File: src/hw/rtl/sdp_pkg.sv
package sdp_pkg;

    // Width of every microsecond timer and of the period quotient.
    localparam int TIMER_W = 20;
    localparam int SPEED_W = 16;
    localparam int STEPS_W = 16;
    localparam int PULSE_W = 10;
    localparam int CFG_W   = 20;
    localparam int CFG_IDX_W = 3;

    typedef enum logic [1:0] {
        PH_IDLE   = 2'd0,
        PH_SETTLE = 2'd1,
        PH_LOW    = 2'd2,
        PH_HIGH   = 2'd3
    } phase_t;

    typedef enum logic [1:0] {
        ST_NONE      = 2'd0,
        ST_OK        = 2'd1,
        ST_BAD_SPEED = 2'd2,
        ST_BUSY      = 2'd3
    } status_t;

    typedef enum logic [CFG_IDX_W-1:0] {
        CFG_PULSE_LOW = 3'd0,
        CFG_SETTLE    = 3'd1,
        CFG_MIN_SPEED = 3'd2,
        CFG_MAX_SPEED = 3'd3,
        CFG_START_POS = 3'd4
    } cfg_idx_t;

    typedef enum logic [1:0] {
        SEQ_IDLE   = 2'd0,
        SEQ_DIVIDE = 2'd1,
        SEQ_DONE   = 2'd2
    } seq_t;

    // Move parameters handed to the motion unit when a command starts.
    typedef struct packed {
        logic               neg;
        logic [STEPS_W-1:0] steps;
        logic [TIMER_W-1:0] high_time;
    } sdp_move_t;

    // Pin levels and position as they stand after the current cycle.
    typedef struct packed {
        logic        pulse;
        logic        dir;
        logic        en;
        logic [15:0] position;
    } sdp_view_t;

endpackage

File: src/hw/rtl/sdp_if.sv
interface sdp_cmd_if;
    logic               valid;
    logic               ready;
    logic               action;
    logic signed [15:0] step_count;
    logic        [15:0] speed;

    modport source (output valid, action, step_count, speed, input ready);
    modport sink   (input valid, action, step_count, speed, output ready);
endinterface

interface sdp_res_if;
    logic        valid;
    logic        ready;
    logic        pulse_level;
    logic        direction_level;
    logic        enable_level;
    logic [15:0] position;
    logic        busy_res;
    logic [1:0]  command_status;

    modport source (output valid, pulse_level, direction_level, enable_level, position,
                    busy_res, command_status, input ready);
    modport sink   (input valid, pulse_level, direction_level, enable_level, position,
                    busy_res, command_status, output ready);
endinterface

File: src/hw/rtl/sdp_div.sv
module sdp_div
    import sdp_pkg::*;
#(
    parameter int TICK_RATE_HZ = 1000000
) (
    input  logic               clk,
    input  logic               rst_n,
    input  logic               start,
    input  logic [SPEED_W-1:0] divisor,
    output logic               done,
    output logic [TIMER_W-1:0] quotient
);

    localparam int CNT_W = $clog2(TIMER_W);
    localparam logic [CNT_W-1:0] LAST = CNT_W'(TIMER_W - 1);
    localparam logic [TIMER_W-1:0] DIVIDEND = TIMER_W'(TICK_RATE_HZ);

    logic [SPEED_W:0]   rem_reg, rem_next;
    logic [TIMER_W-1:0] quo_reg, quo_next;
    logic [SPEED_W-1:0] dsr_reg, dsr_next;
    logic [CNT_W-1:0]   cnt_reg, cnt_next;
    logic               busy_reg, busy_next;
    logic               done_reg, done_next;

    logic [SPEED_W:0]   rem_shift;
    logic [SPEED_W+1:0] diff;

    // One restoring step per cycle: the dividend shifts out of the top of the
    // quotient register while quotient bits shift in at the bottom.
    assign rem_shift = {rem_reg[SPEED_W-1:0], quo_reg[TIMER_W-1]};
    assign diff      = {1'b0, rem_shift} - {2'b00, dsr_reg};

    always_comb
    begin
        rem_next  = rem_reg;
        quo_next  = quo_reg;
        dsr_next  = dsr_reg;
        cnt_next  = cnt_reg;
        busy_next = busy_reg;
        done_next = 1'b0;
        if (start)
        begin
            rem_next  = '0;
            quo_next  = DIVIDEND;
            dsr_next  = divisor;
            cnt_next  = '0;
            busy_next = 1'b1;
        end
        else if (busy_reg)
        begin
            if (diff[SPEED_W+1])
            begin
                rem_next = rem_shift;
                quo_next = {quo_reg[TIMER_W-2:0], 1'b0};
            end
            else
            begin
                rem_next = diff[SPEED_W:0];
                quo_next = {quo_reg[TIMER_W-2:0], 1'b1};
            end
            cnt_next = cnt_reg + 1'b1;
            if (cnt_reg == LAST)
            begin
                busy_next = 1'b0;
                done_next = 1'b1;
            end
        end
    end

    always_ff @(posedge clk or negedge rst_n)
    begin
        if (!rst_n)
        begin
            busy_reg <= 1'b0;
            done_reg <= 1'b0;
            cnt_reg  <= '0;
        end
        else
        begin
            busy_reg <= busy_next;
            done_reg <= done_next;
            cnt_reg  <= cnt_next;
        end
    end

    always_ff @(posedge clk)
    begin
        rem_reg <= rem_next;
        quo_reg <= quo_next;
        dsr_reg <= dsr_next;
    end

    assign done     = done_reg;
    assign quotient = quo_reg;

endmodule

File: src/hw/rtl/sdp_motion.sv
module sdp_motion
    import sdp_pkg::*;
#(
    parameter int POSITION_BITS = 16
) (
    input  logic               clk,
    input  logic               rst_n,
    input  logic               tick,
    input  logic               start,
    input  sdp_move_t          move,
    input  logic [TIMER_W-1:0] settle_us,
    input  logic [PULSE_W-1:0] pulse_low_us,
    input  logic               pos_load,
    input  logic [15:0]        start_pos,
    output logic               idle,
    output sdp_view_t          view_next
);

    phase_t                   phase_reg, phase_next;
    logic [TIMER_W-1:0]       timer_reg, timer_next;
    logic [STEPS_W-1:0]       steps_reg, steps_next;
    logic [TIMER_W-1:0]       high_reg, high_next;
    logic                     neg_reg, neg_next;
    logic [POSITION_BITS-1:0] pos_reg, pos_next;

    logic [TIMER_W-1:0]       timer_dec;
    logic [STEPS_W-1:0]       steps_dec;
    logic [31:0]              pos_wide;

    assign timer_dec = (timer_reg != '0) ? timer_reg - 1'b1 : timer_reg;
    assign steps_dec = steps_reg - 1'b1;

    always_comb
    begin
        phase_next = phase_reg;
        timer_next = timer_reg;
        steps_next = steps_reg;
        high_next  = high_reg;
        neg_next   = neg_reg;
        pos_next   = pos_reg;
        if (start)
        begin
            neg_next   = move.neg;
            steps_next = move.steps;
            high_next  = move.high_time;
            phase_next = PH_SETTLE;
            timer_next = settle_us;
        end
        else if (tick && (phase_reg != PH_IDLE))
        begin
            timer_next = timer_dec;
            if (timer_dec == '0)
            begin
                case (phase_reg)
                    PH_SETTLE:
                    begin
                        if (steps_reg != '0)
                        begin
                            phase_next = PH_LOW;
                            timer_next = TIMER_W'(pulse_low_us);
                        end
                        else
                        begin
                            phase_next = PH_IDLE;
                        end
                    end
                    PH_LOW:
                    begin
                        phase_next = PH_HIGH;
                        timer_next = high_reg;
                    end
                    PH_HIGH:
                    begin
                        steps_next = steps_dec;
                        pos_next   = neg_reg ? pos_reg - 1'b1 : pos_reg + 1'b1;
                        if (steps_dec != '0)
                        begin
                            phase_next = PH_LOW;
                            timer_next = TIMER_W'(pulse_low_us);
                        end
                        else
                        begin
                            phase_next = PH_IDLE;
                        end
                    end
                    default:
                    begin
                        phase_next = PH_IDLE;
                    end
                endcase
            end
        end
        if (pos_load)
        begin
            pos_next = POSITION_BITS'(start_pos);
        end
    end

    always_ff @(posedge clk or negedge rst_n)
    begin
        if (!rst_n)
        begin
            phase_reg <= PH_IDLE;
            timer_reg <= '0;
            steps_reg <= '0;
            high_reg  <= '0;
            neg_reg   <= 1'b0;
            pos_reg   <= '0;
        end
        else
        begin
            phase_reg <= phase_next;
            timer_reg <= timer_next;
            steps_reg <= steps_next;
            high_reg  <= high_next;
            neg_reg   <= neg_next;
            pos_reg   <= pos_next;
        end
    end

    assign pos_wide = 32'(pos_next);

    assign idle               = (phase_reg == PH_IDLE);
    assign view_next.pulse    = (phase_next != PH_LOW);
    assign view_next.dir      = neg_next;
    assign view_next.en       = (phase_next != PH_IDLE);
    assign view_next.position = pos_wide[15:0];

endmodule

File: src/hw/rtl/stepper_step_dir_pulser.sv
// Step/direction pulse generator for a stepper driver.
//
// The cmd channel carries one word per event: either a one-microsecond tick
// (action 0) or a move command (action 1) with a signed step count and a speed
// in steps per second. Every accepted word yields exactly one word on the res
// channel with the pin levels, the position and the status after that event.
// The user must write configuration registers through cfg_we/cfg_index/cfg_data
// while idle (not enforced); start position writes load the position counter.
//
// A tick or a rejected command (busy or speed outside the window) has its result
// registered at the accepting edge. An accepted command runs the pulse period
// through a restoring divider, one quotient bit per cycle; the divider registers
// its done flag, then once the output register is free the high time is formed,
// the move started and the result loaded, and only then is a new word taken.
// Ticks can follow one per cycle while the receiver keeps taking results.
//
// The result sits in an output register; while the sequencer is idle a new word
// is accepted whenever that register is empty or is being taken in the same
// cycle, so a stalled receiver only holds off the next word. On reset the block
// is idle with motion enable low, pulse high, config registers at defaults.
module stepper_step_dir_pulser
    import sdp_pkg::*;
#(
    parameter int TICK_RATE_HZ  = 1000000,
    parameter int POSITION_BITS = 16
) (
    input  logic                 clk,
    input  logic                 rst_n,
    input  logic                 cfg_we,
    input  logic [CFG_IDX_W-1:0] cfg_index,
    input  logic [CFG_W-1:0]     cfg_data,
    sdp_cmd_if.sink              cmd,
    sdp_res_if.source            res
);

    // Configuration registers.
    logic [PULSE_W-1:0] pulse_low_reg;
    logic [TIMER_W-1:0] settle_reg;
    logic [SPEED_W-1:0] min_speed_reg;
    logic [SPEED_W-1:0] max_speed_reg;
    logic               pos_load;

    // Sequencer and command holding registers.
    seq_t               seq_reg, seq_next;
    logic               cmd_neg_reg;
    logic [STEPS_W-1:0] cmd_steps_reg;

    // Result register.
    logic               res_valid_reg;
    sdp_view_t          res_view_reg;
    status_t            res_status_reg;

    // Sequencer outputs.
    logic               cmd_ready;
    logic               tick_en;
    logic               div_start;
    logic               mot_start;
    logic               res_load;
    status_t            status;

    logic               out_free;
    logic               bad_speed;
    logic               div_done;
    logic [TIMER_W-1:0] period;
    logic [TIMER_W-1:0] pulse_low_ext;
    logic               mot_idle;
    sdp_move_t          move;
    sdp_view_t          view_next;

    assign out_free  = !res_valid_reg || res.ready;
    assign bad_speed = (cmd.speed == '0) || (cmd.speed < min_speed_reg)
                       || (cmd.speed > max_speed_reg);

    // Configuration writes; an index beyond the list is ignored.
    always_ff @(posedge clk or negedge rst_n)
    begin
        if (!rst_n)
        begin
            pulse_low_reg <= PULSE_W'(20);
            settle_reg    <= TIMER_W'(100000);
            min_speed_reg <= SPEED_W'(6);
            max_speed_reg <= SPEED_W'(720);
        end
        else if (cfg_we)
        begin
            case (cfg_idx_t'(cfg_index))
                CFG_PULSE_LOW: pulse_low_reg <= cfg_data[PULSE_W-1:0];
                CFG_SETTLE:    settle_reg    <= cfg_data[TIMER_W-1:0];
                CFG_MIN_SPEED: min_speed_reg <= cfg_data[SPEED_W-1:0];
                CFG_MAX_SPEED: max_speed_reg <= cfg_data[SPEED_W-1:0];
                default:       ;
            endcase
        end
    end

    assign pos_load = cfg_we && (cfg_idx_t'(cfg_index) == CFG_START_POS);

    // Sequencer next state.
    always_comb
    begin
        seq_next = seq_reg;
        case (seq_reg)
            SEQ_IDLE:
            begin
                if (div_start)
                begin
                    seq_next = SEQ_DIVIDE;
                end
            end
            SEQ_DIVIDE:
            begin
                if (div_done)
                begin
                    seq_next = SEQ_DONE;
                end
            end
            SEQ_DONE:
            begin
                if (out_free)
                begin
                    seq_next = SEQ_IDLE;
                end
            end
            default:
            begin
                seq_next = SEQ_IDLE;
            end
        endcase
    end

    // Sequencer outputs. A busy check comes before the speed check, so a
    // command during a move is reported busy even with a bad speed.
    always_comb
    begin
        cmd_ready = 1'b0;
        tick_en   = 1'b0;
        div_start = 1'b0;
        mot_start = 1'b0;
        res_load  = 1'b0;
        status    = ST_NONE;
        case (seq_reg)
            SEQ_IDLE:
            begin
                cmd_ready = out_free;
                if (cmd.valid && out_free)
                begin
                    if (!cmd.action)
                    begin
                        tick_en  = 1'b1;
                        res_load = 1'b1;
                    end
                    else if (!mot_idle)
                    begin
                        res_load = 1'b1;
                        status   = ST_BUSY;
                    end
                    else if (bad_speed)
                    begin
                        res_load = 1'b1;
                        status   = ST_BAD_SPEED;
                    end
                    else
                    begin
                        div_start = 1'b1;
                    end
                end
            end
            SEQ_DIVIDE:
            begin
            end
            SEQ_DONE:
            begin
                if (out_free)
                begin
                    mot_start = 1'b1;
                    res_load  = 1'b1;
                    status    = ST_OK;
                end
            end
            default:
            begin
            end
        endcase
    end

    always_ff @(posedge clk or negedge rst_n)
    begin
        if (!rst_n)
        begin
            seq_reg <= SEQ_IDLE;
        end
        else
        begin
            seq_reg <= seq_next;
        end
    end

    // Direction and step magnitude are taken at accept; the magnitude of the
    // most negative count still fits in 16 bits.
    always_ff @(posedge clk)
    begin
        if (div_start)
        begin
            cmd_neg_reg   <= cmd.step_count[STEPS_W-1];
            cmd_steps_reg <= cmd.step_count[STEPS_W-1] ? STEPS_W'(-cmd.step_count)
                                                       : STEPS_W'(cmd.step_count);
        end
    end

    sdp_div #(
        .TICK_RATE_HZ (TICK_RATE_HZ)
    ) u_div (
        .clk      (clk),
        .rst_n    (rst_n),
        .start    (div_start),
        .divisor  (cmd.speed),
        .done     (div_done),
        .quotient (period)
    );

    // The high time is the period less the low time, held at zero when the
    // low time covers the whole period.
    assign pulse_low_ext  = TIMER_W'(pulse_low_reg);
    assign move.neg       = cmd_neg_reg;
    assign move.steps     = cmd_steps_reg;
    assign move.high_time = (period > pulse_low_ext) ? period - pulse_low_ext : '0;

    sdp_motion #(
        .POSITION_BITS (POSITION_BITS)
    ) u_motion (
        .clk          (clk),
        .rst_n        (rst_n),
        .tick         (tick_en),
        .start        (mot_start),
        .move         (move),
        .settle_us    (settle_reg),
        .pulse_low_us (pulse_low_reg),
        .pos_load     (pos_load),
        .start_pos    (cfg_data[15:0]),
        .idle         (mot_idle),
        .view_next    (view_next)
    );

    // Result register: loaded with the state as it stands after the event.
    always_ff @(posedge clk or negedge rst_n)
    begin
        if (!rst_n)
        begin
            res_valid_reg <= 1'b0;
        end
        else if (res_load)
        begin
            res_valid_reg <= 1'b1;
        end
        else if (res.ready)
        begin
            res_valid_reg <= 1'b0;
        end
    end

    always_ff @(posedge clk)
    begin
        if (res_load)
        begin
            res_view_reg   <= view_next;
            res_status_reg <= status;
        end
    end

    assign cmd.ready           = cmd_ready;
    assign res.valid           = res_valid_reg;
    assign res.pulse_level     = res_view_reg.pulse;
    assign res.direction_level = res_view_reg.dir;
    assign res.enable_level    = res_view_reg.en;
    assign res.position        = res_view_reg.position;
    assign res.busy_res        = res_view_reg.en;
    assign res.command_status  = res_status_reg;

endmodule

File: src/flat_wrapper.sv
// flat-port wrapper written by rule: the top's interface ports become plain ports
module stepper_step_dir_pulser_flat import sdp_pkg::*;
#(
    parameter int TICK_RATE_HZ  = 1000000,
    parameter int POSITION_BITS = 16
)
  (clk, rst_n, cfg_we, cfg_index, cfg_data, cmd_valid, cmd_action, cmd_step_count, cmd_speed, cmd_ready, res_valid, res_pulse_level, res_direction_level, res_enable_level, res_position, res_busy_res, res_command_status, res_ready);
  sdp_cmd_if cmd_i ();
  sdp_res_if res_i ();
  input  logic clk;
  input  logic rst_n;
  input  logic cfg_we;
  input  logic [CFG_IDX_W-1:0] cfg_index;
  input  logic [CFG_W-1:0] cfg_data;
  input wire logic [$bits(cmd_i.valid)-1:0] cmd_valid;
  input wire logic [$bits(cmd_i.action)-1:0] cmd_action;
  input wire logic [$bits(cmd_i.step_count)-1:0] cmd_step_count;
  input wire logic [$bits(cmd_i.speed)-1:0] cmd_speed;
  output wire logic [$bits(cmd_i.ready)-1:0] cmd_ready;
  output wire logic [$bits(res_i.valid)-1:0] res_valid;
  output wire logic [$bits(res_i.pulse_level)-1:0] res_pulse_level;
  output wire logic [$bits(res_i.direction_level)-1:0] res_direction_level;
  output wire logic [$bits(res_i.enable_level)-1:0] res_enable_level;
  output wire logic [$bits(res_i.position)-1:0] res_position;
  output wire logic [$bits(res_i.busy_res)-1:0] res_busy_res;
  output wire logic [$bits(res_i.command_status)-1:0] res_command_status;
  input wire logic [$bits(res_i.ready)-1:0] res_ready;
  assign cmd_i.valid = cmd_valid;
  assign cmd_i.action = cmd_action;
  assign cmd_i.step_count = cmd_step_count;
  assign cmd_i.speed = cmd_speed;
  assign cmd_ready = cmd_i.ready;
  assign res_valid = res_i.valid;
  assign res_pulse_level = res_i.pulse_level;
  assign res_direction_level = res_i.direction_level;
  assign res_enable_level = res_i.enable_level;
  assign res_position = res_i.position;
  assign res_busy_res = res_i.busy_res;
  assign res_command_status = res_i.command_status;
  assign res_i.ready = res_ready;
  stepper_step_dir_pulser #(.TICK_RATE_HZ(TICK_RATE_HZ), .POSITION_BITS(POSITION_BITS)) u_core (.clk(clk), .rst_n(rst_n), .cfg_we(cfg_we), .cfg_index(cfg_index), .cfg_data(cfg_data), .cmd(cmd_i), .res(res_i));
endmodule
File: config.mk
export PLATFORM = sky130hd
export DESIGN_NAME = stepper_step_dir_pulser_flat
export DESIGN_NICKNAME = d
export VERILOG_FILES = /design/src/hw/rtl/sdp_pkg.sv /design/src/hw/rtl/sdp_if.sv /design/src/hw/rtl/sdp_div.sv /design/src/hw/rtl/sdp_motion.sv /design/src/hw/rtl/stepper_step_dir_pulser.sv /design/src/flat_wrapper.sv
export SDC_FILE = /design/constraint.sdc
export NUM_CORES = 1
export LEC_CHECK = 0
export BUFFER_PORTS_ARGS = -buffer_cell sky130_fd_sc_hd__buf_2
export CAP_MARGIN = 20
export CORE_MARGIN = 2
export CORE_UTILIZATION = 50
export DETAILED_ROUTE_END_ITERATION = 10
export PLACE_DENSITY = 0.75
export SYNTH_ARGS = -nofsm -noshare
export SYNTH_HDL_FRONTEND = slang
export SYNTH_SLANG_ARGS = --single-unit
File: constraint.sdc
create_clock -name clk -period 8.06 [get_ports clk]
set_clock_uncertainty 0.05 [all_clocks]
set_input_delay 1.612 -clock clk [delete_from_list [all_inputs] [get_ports clk]]
set_output_delay 1.612 -clock clk [all_outputs]
set_load 0.02 [all_outputs]
=== Word level (Yosys, flattened, before mapping) ===
Cells that the tools add are included.

* Bits in registers: 237
* Bits in latches: 0
* Bits in writable memories: 0
* Bits in read-only memories: 0
* Bits of input ports: 61
* Output and inout port bits: 24
* Word-level logic and storage cells: 143
* Memories: 0

* Add/sub/neg operators: 8
* Multiply operators: 0
* Div/mod/pow operators: 0
* Magnitude comparators: 3
* Equality and inequality tests: 14
* Shifts and indexed selects: 0
* Muxes and demuxes: 64
* Bitwise operators: 0
* Reduce and logical (&&, ||, !) cells: 28

{| class="wikitable"
|+ Operators with widths
! kind !! count
|-
| 2-to-1 mux 16 bit || 11
|-
| 2-to-1 mux 20 bit || 7
|-
| case mux 20 bit (3 select lines) || 1
|-
| nonzero test 16 bit || 2
|-
| subtractor 16 x 1 -> 16 bit (second input constant) || 2
|-
| 2-to-1 mux 1 bit || 26
|-
| 2-to-1 mux 2 bit || 12
|-
| greater-than comparator 20 x 10 -> 1 bit || 1
|-
| zero test 20 bit || 1
|-
| nonzero test 20 bit || 1
|-
| subtractor 20 x 1 -> 20 bit (second input constant) || 1
|-
| subtractor 20 x 10 -> 20 bit || 1
|-
| subtractor 17 x 16 -> 18 bit || 1
|-
| adder 16 x 1 -> 16 bit (second input constant) || 1
|-
| greater-than comparator 16 bit || 1
|-
| zero test 16 bit || 1
|-
| < comparator 16 bit || 1
|-
| negation 16 bit || 1
|-
| 2-to-1 mux 15 bit || 1
|-
| nonzero test 2 bit || 7
|-
| case mux 2 bit (3 select lines) || 2
|-
| 2-to-1 mux 5 bit || 2
|-
| AND reduction 2 bit || 4
|-
| equality test 2 bit (second input constant) || 3
|-
| other kinds (16) || 26
|}

=== Depth between registers and ports, before layout ===
* Word-level depth: 10
* Mapped depth: 14
* Gate-level depth less buffers: 12

=== Modules after synthesis ===
Synthesis repeated with hierarchy kept, for this count alone.

* Cell total of the unflattened synthesis: 1425
* Area total of the unflattened synthesis: 13879.6 um^2

{| class="wikitable"
|+ Modules (own cells, without submodules)
! module !! instances !! cells an instance !! area each (um^2) !! sequential area each (um^2)
|-
| stepper_step_dir_pulser || 1 || 511 || 5547.8 || 2785.2
|-
| sdp_motion || 1 || 596 || 5256.3 || 1876.8
|-
| sdp_div || 1 || 318 || 3075.4 || 1376.3
|}

=== Worst setup path before layout ===
OpenSTA, ideal clock, no wires.

* Path kind: input-to-reg
* From: in cmd_speed[1]
* To: reg u_core.cmd_neg_reg (enable)
* Setup time: 0.410 ns
* Arrival time: 4.575 ns
* Setup slack: 3.025 ns
* Stages: 10
* Cell sequence: ha_1 > nor2b_1 > o21a_1 > o21ai_0 > a21oi_1 > a221o_1 > a221oi_1 > and3b_1 > clkbuf_1 > buf_1

* Longest elaborated chain between the ends: 8
* Elaborated cells on any way between the ends: 10

{| class="wikitable"
|+ RTL lines
! element !! line !! RTL
|-
| from (decl) || flat_wrapper.sv:18 || <nowiki>input wire logic [$bits(cmd_i.speed)-1:0] cmd_speed;</nowiki>
|-
| < comparator 16 bit or zero test 16 bit (tied branches) || stepper_step_dir_pulser.sv:71 || <nowiki>assign bad_speed = (cmd.speed == '0) || (cmd.speed < min_speed_reg)</nowiki>
|-
| logical OR 1 bit || stepper_step_dir_pulser.sv:71 ||
|-
| logical OR 1 bit (*) || stepper_step_dir_pulser.sv:72 || <nowiki>|| (cmd.speed > max_speed_reg);</nowiki>
|-
| 2-to-1 mux 1 bit (*) || stepper_step_dir_pulser.sv:157 || <nowiki>else if (bad_speed)</nowiki>
|-
| 2-to-1 mux 1 bit (*) || stepper_step_dir_pulser.sv:152 || <nowiki>else if (!mot_idle)</nowiki>
|-
| 2-to-1 mux 1 bit (*) || stepper_step_dir_pulser.sv:147 || <nowiki>if (!cmd.action)</nowiki>
|-
| 2-to-1 mux 1 bit (*) || stepper_step_dir_pulser.sv:145 || <nowiki>if (cmd.valid && out_free)</nowiki>
|-
| 2-to-1 mux 1 bit (*) || stepper_step_dir_pulser.sv:141 || <nowiki>case (seq_reg)</nowiki>
|-
| to (signal assigned) || stepper_step_dir_pulser.sv:204 || <nowiki>cmd_neg_reg <= cmd.step_count[STEPS_W-1];</nowiki>
|-
| to (decl) || stepper_step_dir_pulser.sv:45 || <nowiki>logic cmd_neg_reg;</nowiki>
|}

Every way passes the cells marked *; elsewhere a longest branch is shown, timed or not.
A chain may end at the register's enable or synchronous reset.

=== Final worst setup path ===
* From: in cmd_speed[9]
* To: reg u_core.u_div.dsr_reg[13] (enable)

* Longest elaborated chain between the ends: 8
* Elaborated cells on any way between the ends: 10

{| class="wikitable"
|+ RTL lines
! element !! line !! RTL
|-
| < comparator 16 bit or zero test 16 bit (tied branches) || stepper_step_dir_pulser.sv:71 ||
|-
| logical OR 1 bit || stepper_step_dir_pulser.sv:71 ||
|-
| logical OR 1 bit (*) || stepper_step_dir_pulser.sv:72 ||
|-
| 2-to-1 mux 1 bit (*) || stepper_step_dir_pulser.sv:157 ||
|-
| 2-to-1 mux 1 bit (*) || stepper_step_dir_pulser.sv:152 ||
|-
| 2-to-1 mux 1 bit (*) || stepper_step_dir_pulser.sv:147 ||
|-
| 2-to-1 mux 1 bit (*) || stepper_step_dir_pulser.sv:145 ||
|-
| 2-to-1 mux 1 bit (*) || stepper_step_dir_pulser.sv:141 ||
|-
| to (signal assigned) || sdp_div.sv:90 || <nowiki>dsr_reg <= dsr_next;</nowiki>
|-
| to (decl) || sdp_div.sv:20 || <nowiki>logic [SPEED_W-1:0] dsr_reg, dsr_next;</nowiki>
|}

Marked as above.

==> impl_metrics.json <==
{
  "nNetsFinal": 1642,
  "startpoint_type": "input port",
  "leakagePower_nw": 6.711,
  "postRouteAntennaNets": 0,
  "core_area_mm2": 0.02710,
  "layout_min_cycle_time_ns": 4.403,
  "synth-seq-cells": 237,
  "drc": 0,
  "hold_viol_final": 0,
  "r2r-start": "u_core.u_motion.timer_reg[0]$_DFFE_PN0P_",
  "cpPeakStageDelay_ns": 0.63,
  "timing.slew.headroom_pct": 26.09,
  "grt_pass1_wl_mm": 56.95,
  "regArea_mm2": 0.006040,
  "drt_first_pass_iters": 5,
  "die-width_um": 170.6,
  "area_growth_pct": 11.69,
  "hold_ws_ns": 0.4227,
  "clock-sinks": 237,
  "post-cts-setup-buffers": 0,
  "cp_slowest_cell": "buf_4",
  "grt_max_degree": 84,
  "place_congestion": 0.9474,
  "die_h_um": 170.6,
  "worst_pin_slew_ns": 1.106,
  "crit_required_ns": 8.17,
  "status": "finished clean",
  "numCtsBuffers": 26,
  "syn-cell-area_mm2": 0.01387,
  "antenna_found_initial": 0,
  "power.density_mw_per_mm2": 315.3,
  "critPathLaunch": "cmd_speed[9]",
  "start_util_pct": 51.20,
  "htreeDepth": 1,
  "cts_tree": "built",
  "io_pins": 85,
  "clk_pin_slew_ns": 0.06,
  "crit_path_end_kind": "flop",
  "clockRootBuffer": "clkbuf_16",
  "arrival_ns": 4.52,
  "synth-seq-area-share_pct": 43.52,
  "synthArstFlopShare_pct": 62.03,
  "hp-class": "flop to flop",
  "max_freq_mhz": 227.1,
  "drtIter0Drc": 911,
  "vias_per_cell": 5.919,
  "fill_cells": 2323,
  "cts_hold_buf": 0,
  "synth_ff_type": "dfrtp_1",
  "vdd_drop_max_mv": 0.2176,
  "drt-total-wl_mm": 34.71,
  "synth_cells": 1443,
  "drv_slew": 0,
  "finalPower_mw": 4.886,
  "drv_cap": 0,
  "wl_per_cell_um": 18.33,
  "multi_input_area_mm2": 0.007177,
  "syn_area_per_cell_um2": 9.615,
  "yosysUniqueCellTypes": 85,
  "dieArea_mm2": 0.02910,
  "setup_tns_ns": 0,
  "worstSetupPathType": "input port to flop",
  "cts_buffer_depth": 3,
  "num_rows": 60,
  "grt_pass1_vias": 10940,
  "dp_hpwl_mm": 24.62,
  "grt_util_all_layers_pct": 24.31,
  "num_vias": 11210,
  "synth_warnings": 0,
  "cp_cell_sequence": "buf_2 > ha_1 > nand4_1 > or3_1 > nor3_1 > nor2_1 > a221oi_1 > and3b_2 > buf_4",
  "post-route-period-util_pct": 54.63,
  "antenna_cells": 0,
  "synth_enable_flop_cells": 54,
  "min_from": "u_core.cmd_steps_reg[5]$_DFFE_PN_",
  "syn-num-nets": 1583,
  "worstPathMaxFanout": 60,
  "ctsResizeCount": 0,
  "setup_viol": 0,
  "clk_latency_ns": 0.54,
  "grt_overflow_total": 0,
  "rsz0062_at_grt": "false",
  "io_buffers": 84,
  "drive_gt1_share_pct": 15.37
}
cells by family (layout without fill, tap and decap cells):
| group | Yosys count | after routing | share of synthesized area (%) |
|---|---|---|---|
| adder cells (fa/ha/maj) | 79 | 79 | 7.287 |
| flip-flops | 237 | 237 | 43.52 |
| multiplexers | 81 | 81 | 6.322 |
| AO/OA/AOI/OAI | 339 | 339 | 16.42 |
| buffers and inverters | 159 | 238 | 4.824 |
| XOR/XNOR | 57 | 57 | 3.598 |
| AND/OR/NAND/NOR | 491 | 491 | 18.03 |
final cells by class:
cell class,instances,area share (%)
clock inverters,10,0.8317
clock buffers,38,5.361
well taps,372,3.004
flip-flops and latches,237,38.97
repair buffers,92,3.141
inverters,98,2.374
multi-input cells,1047,46.31
power breakdown:
part           leakage (nW)  switching (mW)  internal, mW  total [mW]
combinational          3.66            1.03         0.747        1.78
sequential             2.58           0.283          1.52        1.80
clock                 0.474           0.491         0.811        1.30
cells in the mapped netlist (10+ instances only):
cell      number  area, um^2
dfxtp_1       36       720.7
and3_1        10       62.56
nor2_1       103       386.6
xnor2_1       44       385.4
o21ai_1       14       70.07
a21o_1        20       150.1
o211ai_1      14       105.1
inv_1         98       367.9
ha_1          76       950.9
xor2_1        13       113.9
edfxtp_1      54        1622
nor3_1        53       265.3
o21a_1        10       75.07
nand4_1       15       93.84
o21ai_0       92       460.4
a21oi_1       46       230.2
or3_1         21       131.4
nand2_1      148       555.5
a211o_1       17       148.9
dfrtp_1      133        3328
nand2b_1      14       87.58
a211oi_1      18       135.1
a31oi_1       15       93.84
or4_1         10       75.07
dfstp_2       14       367.9
mux2i_1       37       370.4
nand3_1       41       205.2
nor2b_1       19       118.9
mux2_2        41       461.7
o31ai_1       11       82.58
clkbuf_1      43       161.4
metrics by stage:
stage          area [um^2]  utilization [%]  worst slack (ns)  std cells
2_1_floorplan        13870                -             3.025       1443
3_3_place_gp         14540            53.64             3.157       1846
3_5_place_dp         14540            53.64             3.082       1846
4_1_cts              15500            57.18             3.635       1894
5_1_grt              15500            57.18             3.377       1894
6_report             15500            57.18             3.657       1894
critical path: cells and delay by family:
| kind | cells | cell delay (ns) |
|---|---|---|
| simple gates | 5 | 1.44 |
| compound gates | 1 | 0.39 |
| fa+ha+maj | 1 | 0.30 |
| buf+inv | 2 | 0.75 |
worst paths after layout:
kind / end / slack [ns] / cells after the start
setup / recovery: u_core.u_div.dsr_reg[13]$_DFFE_PN_ / 3.66 / 9
hold / removal: u_core.u_motion.steps_reg[5]$_DFFE_PN0P_ / 0.42 / 2
setup reg to reg: u_core.u_motion.steps_reg[10]$_DFFE_PN0P_ / 3.93 / 10
hold reg to reg: u_core.u_motion.steps_reg[5]$_DFFE_PN0P_ / 0.42 / 2
max in group asynchronous: u_core.u_div.busy_reg$_DFF_PN0_ / 5.43 / 2
min in group asynchronous: u_core.u_motion.pos_reg[6]$_DFF_PN0_ / 1.05 / 1
per-layer routing:
layer	part of all wire (%)	track usage [%]	vias to the layer above
met5	0	0	-
met4	2.4	6.875	0
met3	5.8	3.192	55
met2	47	39.54	320
met1	45	34.20	5474
li1	-	-	5362
layout by cell type (no fill, tap or decap), drive strengths merged, types with 10 or more instances in the layout:
master	count
nand2	148
dfrtp	133
o21ai	110
nor2	103
inv	100
buf	92
ha	76
nor3	57
edfxtp	54
a21oi	46
xnor2	44
mux2	44
nand3	41
clkbuf	38
mux2i	37
dfxtp	36
or3	21
a21o	20
nor2b	19
nand4	19
a211oi	18
a211o	17
a31oi	15
nand2b	14
o211ai	14
dfstp	14
nor4	14
xor2	13
o31ai	12
or4	12
and3	10
o21a	10
No activity file was read; power rests on OpenSTA's default activity.
